### src/design/top_k_score_selector_assert.svh
// Assertion macros used by the top-k score selector back end.
`ifndef TOP_K_SCORE_SELECTOR_ASSERT_SVH
`define TOP_K_SCORE_SELECTOR_ASSERT_SVH

// Same-cycle implication, disabled while reset is low.
`define TKS_ASSERT_IMPL(label, clk, rst_n, ante, cons) \
    label: assert property (@(posedge clk) disable iff (!rst_n) (ante) |-> (cons)) \
        else $error("top_k_score_selector: check failed");

// Next-cycle implication, disabled while reset is low.
`define TKS_ASSERT_NEXT(label, clk, rst_n, ante, cons) \
    label: assert property (@(posedge clk) disable iff (!rst_n) (ante) |=> (cons)) \
        else $error("top_k_score_selector: check failed");

`endif

### src/design/tks_pkg.sv
// Types and constants shared by the top-k score selector.
`timescale 1ns / 1ps

package tks_pkg;

    localparam int MAX_RANKS_DEF   = 8;
    localparam int MAX_CLASSES_DEF = 4096;
    localparam int RESULT_LIMIT    = 8;
    localparam int QUEUE_DEPTH     = 2;

    localparam int SCORE_W = 16;
    localparam int INDEX_W = 12;
    localparam int RANK_W  = 3;
    localparam int COUNT_W = 4;

    localparam logic [COUNT_W-1:0] DEFAULT_RESULTS = 4'd5;

    typedef struct packed {
        logic [SCORE_W-1:0] score;
        logic               last_score;
    } t_in_word;

    typedef struct packed {
        logic [RANK_W-1:0]  rank;
        logic [INDEX_W-1:0] class_index;
        logic [SCORE_W-1:0] ranked_score;
        logic               slot_valid;
        logic               overflowed;
        logic               last_result;
    } t_out_word;

    // Classified score handed from the front to the back.
    typedef struct packed {
        logic [SCORE_W-1:0] score;
        logic [INDEX_W-1:0] index;
        logic               in_range;
        logic               last;
        logic               ovf;
    } t_cls_word;

endpackage

### src/design/tks_front.sv
// Front end: accept scores, number them and flag capacity overflow.
`timescale 1ns / 1ps

module tks_front #(
    parameter int MAX_CLASSES = tks_pkg::MAX_CLASSES_DEF
) (
    input  logic                i_clk,
    input  logic                i_rst_n,
    input  logic                i_push,
    input  tks_pkg::t_in_word   i_item,
    input  logic                i_full,
    output logic                o_wr,
    output tks_pkg::t_cls_word  o_word
);

    localparam int CW    = $clog2(MAX_CLASSES + 1);
    localparam int EXT_W = CW + tks_pkg::INDEX_W;

    logic [CW-1:0]    r_cnt, n_cnt;
    logic             r_ovf, n_ovf;
    logic             in_range;
    logic [EXT_W-1:0] cnt_ext;

    assign in_range = r_cnt < CW'(MAX_CLASSES);
    assign cnt_ext  = EXT_W'(r_cnt);
    assign o_wr     = i_push && !i_full;

    always_comb begin
        n_cnt = r_cnt;
        n_ovf = r_ovf;
        if (o_wr) begin
            if (i_item.last_score) begin
                n_cnt = '0;
                n_ovf = 1'b0;
            end else if (in_range) begin
                n_cnt = r_cnt + 1'b1;
            end else begin
                n_ovf = 1'b1;
            end
        end
    end

    always_ff @(posedge i_clk) begin
        if (!i_rst_n) begin
            r_cnt <= '0;
            r_ovf <= 1'b0;
        end else begin
            r_cnt <= n_cnt;
            r_ovf <= n_ovf;
        end
    end

    always_comb begin
        o_word.score    = i_item.score;
        o_word.index    = cnt_ext[tks_pkg::INDEX_W-1:0];
        o_word.in_range = in_range;
        o_word.last     = i_item.last_score;
        o_word.ovf      = r_ovf || !in_range;
    end

endmodule

### src/design/tks_queue.sv
// Short queue of classified scores between front and back.
`timescale 1ns / 1ps

module tks_queue #(
    parameter int DEPTH = tks_pkg::QUEUE_DEPTH
) (
    input  logic                i_clk,
    input  logic                i_rst_n,
    input  logic                i_wr,
    input  tks_pkg::t_cls_word  i_word,
    output logic                o_full,
    output logic                o_empty,
    input  logic                i_rd,
    output tks_pkg::t_cls_word  o_word
);

    localparam int PW = $clog2(DEPTH);
    localparam int NW = $clog2(DEPTH + 1);

    tks_pkg::t_cls_word r_mem [DEPTH];
    logic [PW-1:0]      r_wp, r_rp, n_wp, n_rp;
    logic [NW-1:0]      r_cnt, n_cnt;
    logic               do_wr, do_rd;

    assign o_full  = r_cnt == NW'(DEPTH);
    assign o_empty = r_cnt == '0;
    assign do_wr   = i_wr && !o_full;
    assign do_rd   = i_rd && !o_empty;
    assign o_word  = r_mem[r_rp];

    always_comb begin
        n_wp  = r_wp;
        n_rp  = r_rp;
        n_cnt = r_cnt;
        if (do_wr) begin
            n_wp = (r_wp == PW'(DEPTH - 1)) ? '0 : r_wp + 1'b1;
        end
        if (do_rd) begin
            n_rp = (r_rp == PW'(DEPTH - 1)) ? '0 : r_rp + 1'b1;
        end
        if (do_wr && !do_rd) begin
            n_cnt = r_cnt + 1'b1;
        end else if (do_rd && !do_wr) begin
            n_cnt = r_cnt - 1'b1;
        end
    end

    always_ff @(posedge i_clk) begin
        if (!i_rst_n) begin
            r_wp  <= '0;
            r_rp  <= '0;
            r_cnt <= '0;
        end else begin
            r_wp  <= n_wp;
            r_rp  <= n_rp;
            r_cnt <= n_cnt;
        end
    end

    always_ff @(posedge i_clk) begin
        if (do_wr) begin
            r_mem[r_wp] <= i_word;
        end
    end

endmodule

### src/design/tks_back.sv
// Back end: sorted insertion of kept scores and ranked result emission.
`timescale 1ns / 1ps
`include "top_k_score_selector_assert.svh"

module tks_back #(
    parameter int MAX_RANKS = tks_pkg::MAX_RANKS_DEF
) (
    input  logic                           i_clk,
    input  logic                           i_rst_n,
    input  logic                           i_q_empty,
    input  tks_pkg::t_cls_word             i_word,
    output logic                           o_rd,
    input  logic [tks_pkg::COUNT_W-1:0]    i_result_count,
    input  logic                           i_pop,
    output logic                           o_empty,
    output tks_pkg::t_out_word             o_result
);

    localparam int RL = (MAX_RANKS < tks_pkg::RESULT_LIMIT) ? MAX_RANKS
                                                           : tks_pkg::RESULT_LIMIT;
    localparam int COUNT_W = tks_pkg::COUNT_W;
    localparam int SCORE_W = tks_pkg::SCORE_W;
    localparam int INDEX_W = tks_pkg::INDEX_W;
    localparam int RANK_W  = tks_pkg::RANK_W;

    // kept list, sorted high to low, valid entries packed at the front
    logic [SCORE_W-1:0] r_score [MAX_RANKS];
    logic [INDEX_W-1:0] r_idx   [MAX_RANKS];
    logic [MAX_RANKS-1:0] r_kv;

    logic [SCORE_W-1:0] nl_score [MAX_RANKS];
    logic [INDEX_W-1:0] nl_idx   [MAX_RANKS];
    logic [MAX_RANKS-1:0] nl_kv;
    logic [MAX_RANKS-1:0] ge;

    logic [SCORE_W-1:0] ld_score [MAX_RANKS];
    logic [INDEX_W-1:0] ld_idx   [MAX_RANKS];
    logic [MAX_RANKS-1:0] ld_kv;

    // emission shift line
    logic [SCORE_W-1:0] r_e_score [RL];
    logic [INDEX_W-1:0] r_e_idx   [RL];
    logic [RL-1:0]      r_e_kv;
    logic [COUNT_W-1:0] r_left, n_left;
    logic [RANK_W-1:0]  r_rank, n_rank;
    logic               r_ovf, n_ovf;

    logic               ins, load, shift, emit_free;
    logic [COUNT_W-1:0] n_req;

    assign o_empty   = r_left == '0;
    assign shift     = i_pop && !o_empty;
    assign emit_free = o_empty || (shift && r_left == COUNT_W'(1));
    assign o_rd      = !i_q_empty && (!i_word.last || emit_free);
    assign ins       = o_rd && i_word.in_range;
    assign load      = o_rd && i_word.last;

    always_comb begin
        if (i_result_count == '0) begin
            n_req = COUNT_W'(1);
        end else if (i_result_count > COUNT_W'(RL)) begin
            n_req = COUNT_W'(RL);
        end else begin
            n_req = i_result_count;
        end
    end

    for (genvar i = 0; i < MAX_RANKS; i++) begin : g_slot
        assign ge[i] = !r_kv[i] || (i_word.score > r_score[i]);
        if (i == 0) begin : g_head
            assign nl_score[i] = ge[i] ? i_word.score : r_score[i];
            assign nl_idx[i]   = ge[i] ? i_word.index : r_idx[i];
            assign nl_kv[i]    = ge[i] ? 1'b1 : r_kv[i];
        end else begin : g_tail
            assign nl_score[i] = !ge[i] ? r_score[i] :
                                 (ge[i-1] ? r_score[i-1] : i_word.score);
            assign nl_idx[i]   = !ge[i] ? r_idx[i] :
                                 (ge[i-1] ? r_idx[i-1] : i_word.index);
            assign nl_kv[i]    = !ge[i] ? r_kv[i] :
                                 (ge[i-1] ? r_kv[i-1] : 1'b1);
        end
        assign ld_score[i] = ins ? nl_score[i] : r_score[i];
        assign ld_idx[i]   = ins ? nl_idx[i]   : r_idx[i];
        assign ld_kv[i]    = ins ? nl_kv[i]    : r_kv[i];
    end

    always_ff @(posedge i_clk) begin
        if (!i_rst_n) begin
            r_kv <= '0;
        end else if (load) begin
            r_kv <= '0;
        end else if (ins) begin
            r_kv <= nl_kv;
        end
    end

    always_ff @(posedge i_clk) begin
        if (ins) begin
            r_score <= nl_score;
            r_idx   <= nl_idx;
        end
    end

    always_comb begin
        n_left = r_left;
        n_rank = r_rank;
        n_ovf  = r_ovf;
        if (load) begin
            n_left = n_req;
            n_rank = '0;
            n_ovf  = i_word.ovf;
        end else if (shift) begin
            n_left = r_left - 1'b1;
            n_rank = r_rank + 1'b1;
        end
    end

    always_ff @(posedge i_clk) begin
        if (!i_rst_n) begin
            r_left <= '0;
            r_rank <= '0;
            r_ovf  <= 1'b0;
        end else begin
            r_left <= n_left;
            r_rank <= n_rank;
            r_ovf  <= n_ovf;
        end
    end

    for (genvar i = 0; i < RL; i++) begin : g_emit
        always_ff @(posedge i_clk) begin
            if (load) begin
                r_e_score[i] <= ld_score[i];
                r_e_idx[i]   <= ld_idx[i];
                r_e_kv[i]    <= ld_kv[i];
            end else if (shift) begin
                if (i < RL - 1) begin
                    r_e_score[i] <= r_e_score[(i + 1) % RL];
                    r_e_idx[i]   <= r_e_idx[(i + 1) % RL];
                    r_e_kv[i]    <= r_e_kv[(i + 1) % RL];
                end else begin
                    r_e_kv[i]    <= 1'b0;
                end
            end
        end
    end

    always_comb begin
        o_result.rank         = r_rank;
        o_result.class_index  = r_e_kv[0] ? r_e_idx[0] : '0;
        o_result.ranked_score = r_e_kv[0] ? r_e_score[0] : '0;
        o_result.slot_valid   = r_e_kv[0];
        o_result.overflowed   = r_ovf;
        o_result.last_result  = r_left == COUNT_W'(1);
    end

    `TKS_ASSERT_IMPL(a_left_bound, i_clk, i_rst_n, 1'b1, r_left <= COUNT_W'(RL))
    `TKS_ASSERT_IMPL(a_kept_packed, i_clk, i_rst_n, 1'b1, ((r_kv >> 1) & ~r_kv) == '0)
    `TKS_ASSERT_NEXT(a_last_loads, i_clk, i_rst_n, load, (r_left != '0) && (r_rank == '0))
    `TKS_ASSERT_IMPL(a_load_when_free, i_clk, i_rst_n, load && !o_empty, emit_free)

endmodule

### src/design/top_k_score_selector.sv
// Top level of the streaming top-k score selector.
`timescale 1ns / 1ps
// Usage:
//   Input channel (push/full): one word per score, score as unsigned Q0.16 and
//   last_score marking the end of a vector. A word is taken on a rising edge with
//   push high and full low. Class indices are the position of the score in the vector.
//   Result channel (empty/pop): while empty is low, o_result holds the oldest ranked
//   word; pop high on an edge with empty low takes it. A vector yields result_count
//   words (0 reads as 1, clamped to MAX_RANKS and 8), rank 0 first, last_result on the
//   final one.
//   Config: i_cfg_we writes i_cfg_wdata into result_count; write only while idle.
// Timing:
//   One score per cycle unless a last score waits on pending results. The insert compares the new score against every
//   kept slot in parallel. The first result shows once the last score has passed the queue
//   and been loaded into the emission line; then one result per cycle as long as pop stays high.
//   Emission overlaps the next vector's scores; a last score waits in the two-word
//   queue only while the previous vector still has results pending, and full rises
//   when that queue fills.
// Reset: synchronous, active low; clears the kept list, counters and pending results,
//   and sets result_count to 5.
// Stall: with pop low, results hold steady and the input side keeps accepting until
//   the queue fills behind a last score that has to wait.

module top_k_score_selector #(
    parameter int MAX_RANKS   = tks_pkg::MAX_RANKS_DEF,
    parameter int MAX_CLASSES = tks_pkg::MAX_CLASSES_DEF
) (
    input  logic                         i_clk,
    input  logic                         i_rst_n,
    input  logic                         push,
    output logic                         full,
    input  tks_pkg::t_in_word            i_item,
    output logic                         empty,
    input  logic                         pop,
    output tks_pkg::t_out_word           o_result,
    input  logic                         i_cfg_we,
    input  logic [tks_pkg::COUNT_W-1:0]  i_cfg_wdata
);

    logic [tks_pkg::COUNT_W-1:0] r_result_count;

    // classified score path between the front and the back
    logic               f_wr;
    tks_pkg::t_cls_word f_word;
    logic               q_empty;
    logic               q_rd;
    tks_pkg::t_cls_word q_word;

    // hold the result count; reset to the default
    always_ff @(posedge i_clk) begin
        if (!i_rst_n) begin
            r_result_count <= tks_pkg::DEFAULT_RESULTS;
        end else if (i_cfg_we) begin
            r_result_count <= i_cfg_wdata;
        end
    end

    // number scores, flag those beyond capacity
    tks_front #(
        .MAX_CLASSES(MAX_CLASSES)
    ) u_front (
        .i_clk   (i_clk),
        .i_rst_n (i_rst_n),
        .i_push  (push),
        .i_item  (i_item),
        .i_full  (full),
        .o_wr    (f_wr),
        .o_word  (f_word)
    );

    // decouple acceptance from insertion and emission
    tks_queue #(
        .DEPTH(tks_pkg::QUEUE_DEPTH)
    ) u_queue (
        .i_clk   (i_clk),
        .i_rst_n (i_rst_n),
        .i_wr    (f_wr),
        .i_word  (f_word),
        .o_full  (full),
        .o_empty (q_empty),
        .i_rd    (q_rd),
        .o_word  (q_word)
    );

    // insert into the sorted list, snapshot and drain on a last score
    tks_back #(
        .MAX_RANKS(MAX_RANKS)
    ) u_back (
        .i_clk          (i_clk),
        .i_rst_n        (i_rst_n),
        .i_q_empty      (q_empty),
        .i_word         (q_word),
        .o_rd           (q_rd),
        .i_result_count (r_result_count),
        .i_pop          (pop),
        .o_empty        (empty),
        .o_result       (o_result)
    );

endmodule

### config.mk
export PLATFORM = sky130hd
export DESIGN_NAME = top_k_score_selector
export DESIGN_NICKNAME = d
export VERILOG_FILES = /design/src/design/tks_pkg.sv /design/src/design/tks_front.sv /design/src/design/tks_queue.sv /design/src/design/tks_back.sv /design/src/design/top_k_score_selector.sv
export VERILOG_INCLUDE_DIRS = /design/src /design/src/design
export SDC_FILE = /design/constraint.sdc
export NUM_CORES = 1
export LEC_CHECK = 0
export BUFFER_PORTS_ARGS = -buffer_cell sky130_fd_sc_hd__buf_2
export CAP_MARGIN = 20
export CORE_MARGIN = 1
export CORE_UTILIZATION = 35
export DETAILED_ROUTE_END_ITERATION = 6
export SLEW_MARGIN = 20
export SYNTH_ARGS = -nofsm -noshare
export SYNTH_HDL_FRONTEND = slang
export SYNTH_SLANG_ARGS = --single-unit
### constraint.sdc
create_clock -name i_clk -period 10.41 [get_ports i_clk]
set_input_delay 0.5205 -clock i_clk [delete_from_list [all_inputs] [get_ports i_clk]]
set_output_delay 0.5205 -clock i_clk [all_outputs]
set_load 0.01 [all_outputs]
# Word-level counts from Yosys, hierarchy flattened
# Memory sizes are Yosys's and may differ from the RTL's. A register that Yosys moved wholly into a read port is not among the register bits.
# Cells that the tools add are included.
# totals
ff_bits	270
mem_bits_rw	286
input_bits	26
output_inout_bits	36
word_cells	239
memories	3
# memory_table
memory	depth	width	rd	rd_clocked_by_memory_dff	wr	line_no	rtl
u_back.r_e_score	8	16	8	0	8	tks_back.sv:41	logic [SCORE_W-1:0] r_e_score [RL];
u_back.r_e_idx	8	12	8	0	8	tks_back.sv:42	logic [INDEX_W-1:0] r_e_idx [RL];
u_queue.r_mem	2	31	1	1	1	tks_queue.sv:20	tks_pkg::t_cls_word r_mem [DEPTH];
# op_classes
n_addsub	7
order_cmp	10
n_eq_ne	3
muxes	122
bitwise	15
n_reduce_logical	45
# op_table
cell	count
$mux W16	31
$mux W12	31
$gt A16 B16 Y1	8
$mux W1	52
$mux W13	2
$mux W4	4
$logic_not A1 Y1	15
$or A1 B1 Y1	14
$add A13 B1 Y13 const B	1
$lt A13 B13 Y1 const B	1
$logic_or A1 B1 Y1	11
$logic_and A1 B1 Y1	10
$logic_not A4 Y1	2
$reduce_bool A2 Y1	3
$eq A4 B1 Y1 const B	1
$gt A4 B4 Y1 const B	1
$mux W2	2
$reduce_and A2 Y1	2
$sub A4 B1 Y4 const B	1
$add A3 B1 Y3 const B	1
$add A1 B1 Y1 const B	2
$add A2 B1 Y2 const B	1
$eq A2 B2 Y1 const B	1
$logic_not A2 Y1	1
4 further kinds	4

# Depth between registers and ports, before layout
# depth
depth_word	11
depth_mapped	15

# Hierarchy
# From an unflattened synthesis, not the netlist that was laid out.
# unflattened
cells_unflattened	2688
area_unflattened_um2	29857.4
# modules_own_cells
mod	n_inst	cells_each	area_per_inst_um2	seq_area_each_um2
tks_back	1	2438	26335.3	14013.4
tks_queue	1	121	2459.9	1961.9
tks_front	1	116	917.1	280.3
top_k_score_selector	1	13	145.1	80.1

# Worst setup path before layout
# OpenSTA, ideal clock, no wires.
# synth_timing
kind	reg2reg
start	register u_back.r_left[0]
end	register u_back.r_e_kv[0] (netlist: u_back.o_result[2]), enable pin
setup_time_ns	1.618
arrival_ns	4.602
setup_slack_ns	4.189
path_stages_with_launch	8
n_path_buf	1
path_cell_list	dfxtp_1 -> inv_1 -> ha_1 -> a21oi_1 -> nor3_1 -> nand2_1 -> clkbuf_1 -> nand2_1
# synth_between
elab_chain_len	9
# synth_rtl
element	line_no	rtl
start, declared	tks_back.sv:44	logic [COUNT_W-1:0] r_left, n_left;
start signal, assigned	tks_back.sv:124	r_left <= n_left;
$logic_not A4 Y1	tks_back.sv:51	assign o_empty = r_left == '0;
$logic_not A1 Y1	tks_back.sv:52	assign shift = i_pop && !o_empty;
$logic_and A1 B1 Y1	tks_back.sv:52	
$logic_and A1 B1 Y1	tks_back.sv:53	assign emit_free = o_empty || (shift && r_left == COUNT_W'(1));
$logic_or A1 B1 Y1	tks_back.sv:53	
$logic_or A1 B1 Y1	tks_back.sv:54	assign o_rd = !i_q_empty && (!i_word.last || emit_free);
$logic_and A1 B1 Y1	tks_back.sv:54	
$logic_and A1 B1 Y1	tks_back.sv:56	assign load = o_rd && i_word.last;
$reduce_bool A2 Y1 (no source line) *	--	
end signal, assigned by index	tks_back.sv:135	r_e_kv[i] <= ld_kv[i];
end signal, assigned by index	tks_back.sv:140	r_e_kv[i] <= r_e_kv[(i + 1) % RL];
end, declared	tks_back.sv:43	logic [RL-1:0] r_e_kv;
# Mark *: on every way between the ends. The rest lies on a longest branch, timed or not.
# A chain may end at the register's enable or synchronous reset.

==> results.yml <==
yosys:
  ys.flop_type: "edfxtp_1"
  yosys_warnings: 0
  synth.yosys.seq_area_share_pct: 53.8
  synth_area_um2: 30400
  synth_edf_count: 518
  synth_nets: 3217
  synth_cell_types: 61
  syn_inst: 3057
  synth_seq_cells: 557
  synthArstFlopShare_pct: 0
  syn_avg_cell_area_um2: 9.93
layout:
  multiInputGateArea_um2: 12800
  final-seq-area_um2: 16300
  fin_util_pct: 39.5
  fill_cells: 8299
  finalNetCount: 3187
  drive_above_1_share_pct: 8.09
  syn_to_final_growth_pct: 11.2
  diodes: 0
worst_setup_path:
  startpoint_type: "flop"
  end_kind: "flop"
  cp_data_required_time_ns: 10.86
  crit_type: "reg -> reg"
  ff2ff_setup_slack_ns: 4.85
  cp_data_arrival_time_ns: 6.01
  crit_fanout: 64
run:
  maxCapViolCount: 0
sta:
  skew_ns: 0.0249
  finalCritPeriodShare_pct: 53.4
  tns_ns: 0
  maxSlewViolCount: 0
  slew_headroom_pct: 22.9
  post-route-min-period_ns: 5.56
  hold_viol: 0
  tightestPinTransition_ns: 1.16
  rsz0062_at_grt: "no"
  setup-violations-final: 0
  fmax_ghz: 0.180
global_routing:
  antenna_found_initial: 1
  grt_usage_pct: 17.7
  grt_pass1_wl_um: 123000
  overflow: 0
  grt_max_degree: 182
  grt_pass1_vias: 20916
clock_tree:
  cts_root_buffer: "clkbuf_16"
  path_clk_slew_ns: 0.07
  ctsLongestPathBuffers: 3
  cts.sinks: 557
  worstSkewPairLatency_ns: 0.64
  cts_buffers: 57
  hold_buffers: 0
  cts_max_level: 2
  cts_tree: "built"
  cts_setup_buffers: 0
  cts_resized: 0
routing:
  vias: 22322
  first_pass_iters: 5
  drtIter0Drc: 2035
  remaining_drc_errors: 0
  viasPerCell: 5.29
  ant_nets: 0
  wl_um: 78500
  routedWlPerCell_um: 18.6
die:
  die_y_um: 296
  io_pins: 62
  core_um2: 85500
  dieArea_um2: 87900
  die_w_um: 296
  initial_core_util_pct: 35.5
  std_cell_rows: 107
hold_path:
  hold_class: "in -> reg"
power_and_ir_drop:
  p_leak_nw: 11.8
  cellPowerDensity_nw_per_um2: 377
  peakVddDrop_uv: 263
  power_mw: 12.7
place:
  gp_congestion: 0.817
  hpwl_um: 50700
  io_buffers: 61
outcome:
  status: "finished clean"
-- cells by family after synthesis --
| kind of cell | share of synthesized area (%) |
|---|---|
| AO/OA/AOI/OAI | 15.9 |
| XOR/XNOR | 0.462 |
| adder cells (fa/ha/maj) | 5.52 |
| buffers and inverters | 4.50 |
| flip-flops | 53.8 |
| multiplexers | 5.07 |
| AND/OR/NAND/NOR | 14.7 |
-- stage by stage --
stage	cell area, um^2	hold slack [ns]	setup slack (ns)	instances
after global routing	33800	0.0666	4.49	4220
after global placement	31700	0.443	4.97	4111
final	33800	0.0837	4.85	4220
after detailed placement	31700	0.475	4.92	4111
after CTS	33700	0.0480	4.89	4219
after floorplan	30400	0.429	4.19	3057
-- cell usage after synthesis, types with 39 or more instances --
cell | instances | area [um^2]
o31ai_1 | 53 | 398
mux2i_1 | 121 | 1210
inv_1 | 130 | 488
o21ai_0 | 348 | 1740
buf_2 | 57 | 285
or3_1 | 54 | 338
a21oi_1 | 376 | 1880
dfxtp_1 | 39 | 781
clkbuf_1 | 117 | 439
and2_1 | 82 | 513
nand2b_1 | 75 | 469
edfxtp_1 | 518 | 15600
nor2_1 | 298 | 1120
ha_1 | 134 | 1680
nand2_1 | 365 | 1370
-- critical path, stage by stage, from the launching register on --
cell	delay, ns
dfxtp_2	0.75
mux2i_1	0.61
clkinv_1	0.66
ha_1	0.55
nand4_1	0.17
nor4_1	0.58
nand3_1	0.24
o31ai_4	0.11
buf_4	0.54
or2_2	0.69
a21oi_1	0.15
a21oi_1	0.25
-- placed cells by master (no fill, tap or decap), types with 11 or more instances in the layout --
cell,synthesis,routed
dfxtp_1,39,38
nand2_1,365,363
nor2_1,298,296
o21ai_1,23,23
and3_1,12,11
or3_1,54,53
mux2i_1,121,121
nand2b_1,75,75
edfxtp_1,518,518
clkbuf_8,0,20
a21o_1,12,12
o211ai_1,33,33
o21ai_0,348,347
mux2_2,23,23
buf_4,4,38
inv_1,130,130
buf_2,57,61
ha_1,134,134
clkbuf_16,0,58
nand3_1,21,21
o31ai_1,53,50
a21oi_1,376,376
and2_1,82,82
nor2b_1,15,15
clkinv_1,16,20
nand4_1,21,21
-- worst paths after layout --
check | from | to | depth (start not counted)
worst max-delay path | flop | u_back.r_e_score[0][55] | 11
worst min-delay path | i_item[15] | u_queue.r_mem[0][29] | 1
worst max register to register | flop | u_back.r_e_score[0][55] | 11
worst min register to register | u_back.r_rank[1] | u_back.r_rank[1] | 2
-- where the power goes --
part           total (mW)  switching, mW  internal, mW
sequential           4.96          0.632          4.33
combinational        5.57           3.73          1.84
clock                2.19          0.903          1.29
-- final cells by class --
| type | instances | area share, % |
|---|---|---|
| flip-flops and latches | 557 | 48.4 |
| inverters | 147 | 1.66 |
| multi-input cells | 2163 | 37.9 |
| clock inverters | 20 | 0.745 |
| repair buffers | 101 | 1.85 |
| well taps | 1144 | 4.24 |
| clock buffers | 88 | 5.23 |
-- routing by layer --
metal	vias to the layer above	wire [um]	GRT usage (%)
li1	10871	-	-
met1	10684	37300	26.1
met2	686	35300	28.0
met3	81	4590	2.02
met4	0	1300	3.82
met5	-	0	0
-- state kept, by name, indices dropped and copies added (netlist names), 2 cells and up, named ones only --
name              flops
u_back.r_kv           8
u_back.r_left         4
u_back.r_e_idx       96
u_back.r_rank         3
u_front.r_cnt        13
u_back.r_e_kv         7
u_queue.r_cnt         2
u_back.r_e_score    128
u_queue.r_mem        62
u_back.r_score      128
r_result_count        4
u_back.r_idx         96
Power figures use the tool's default switching activity.
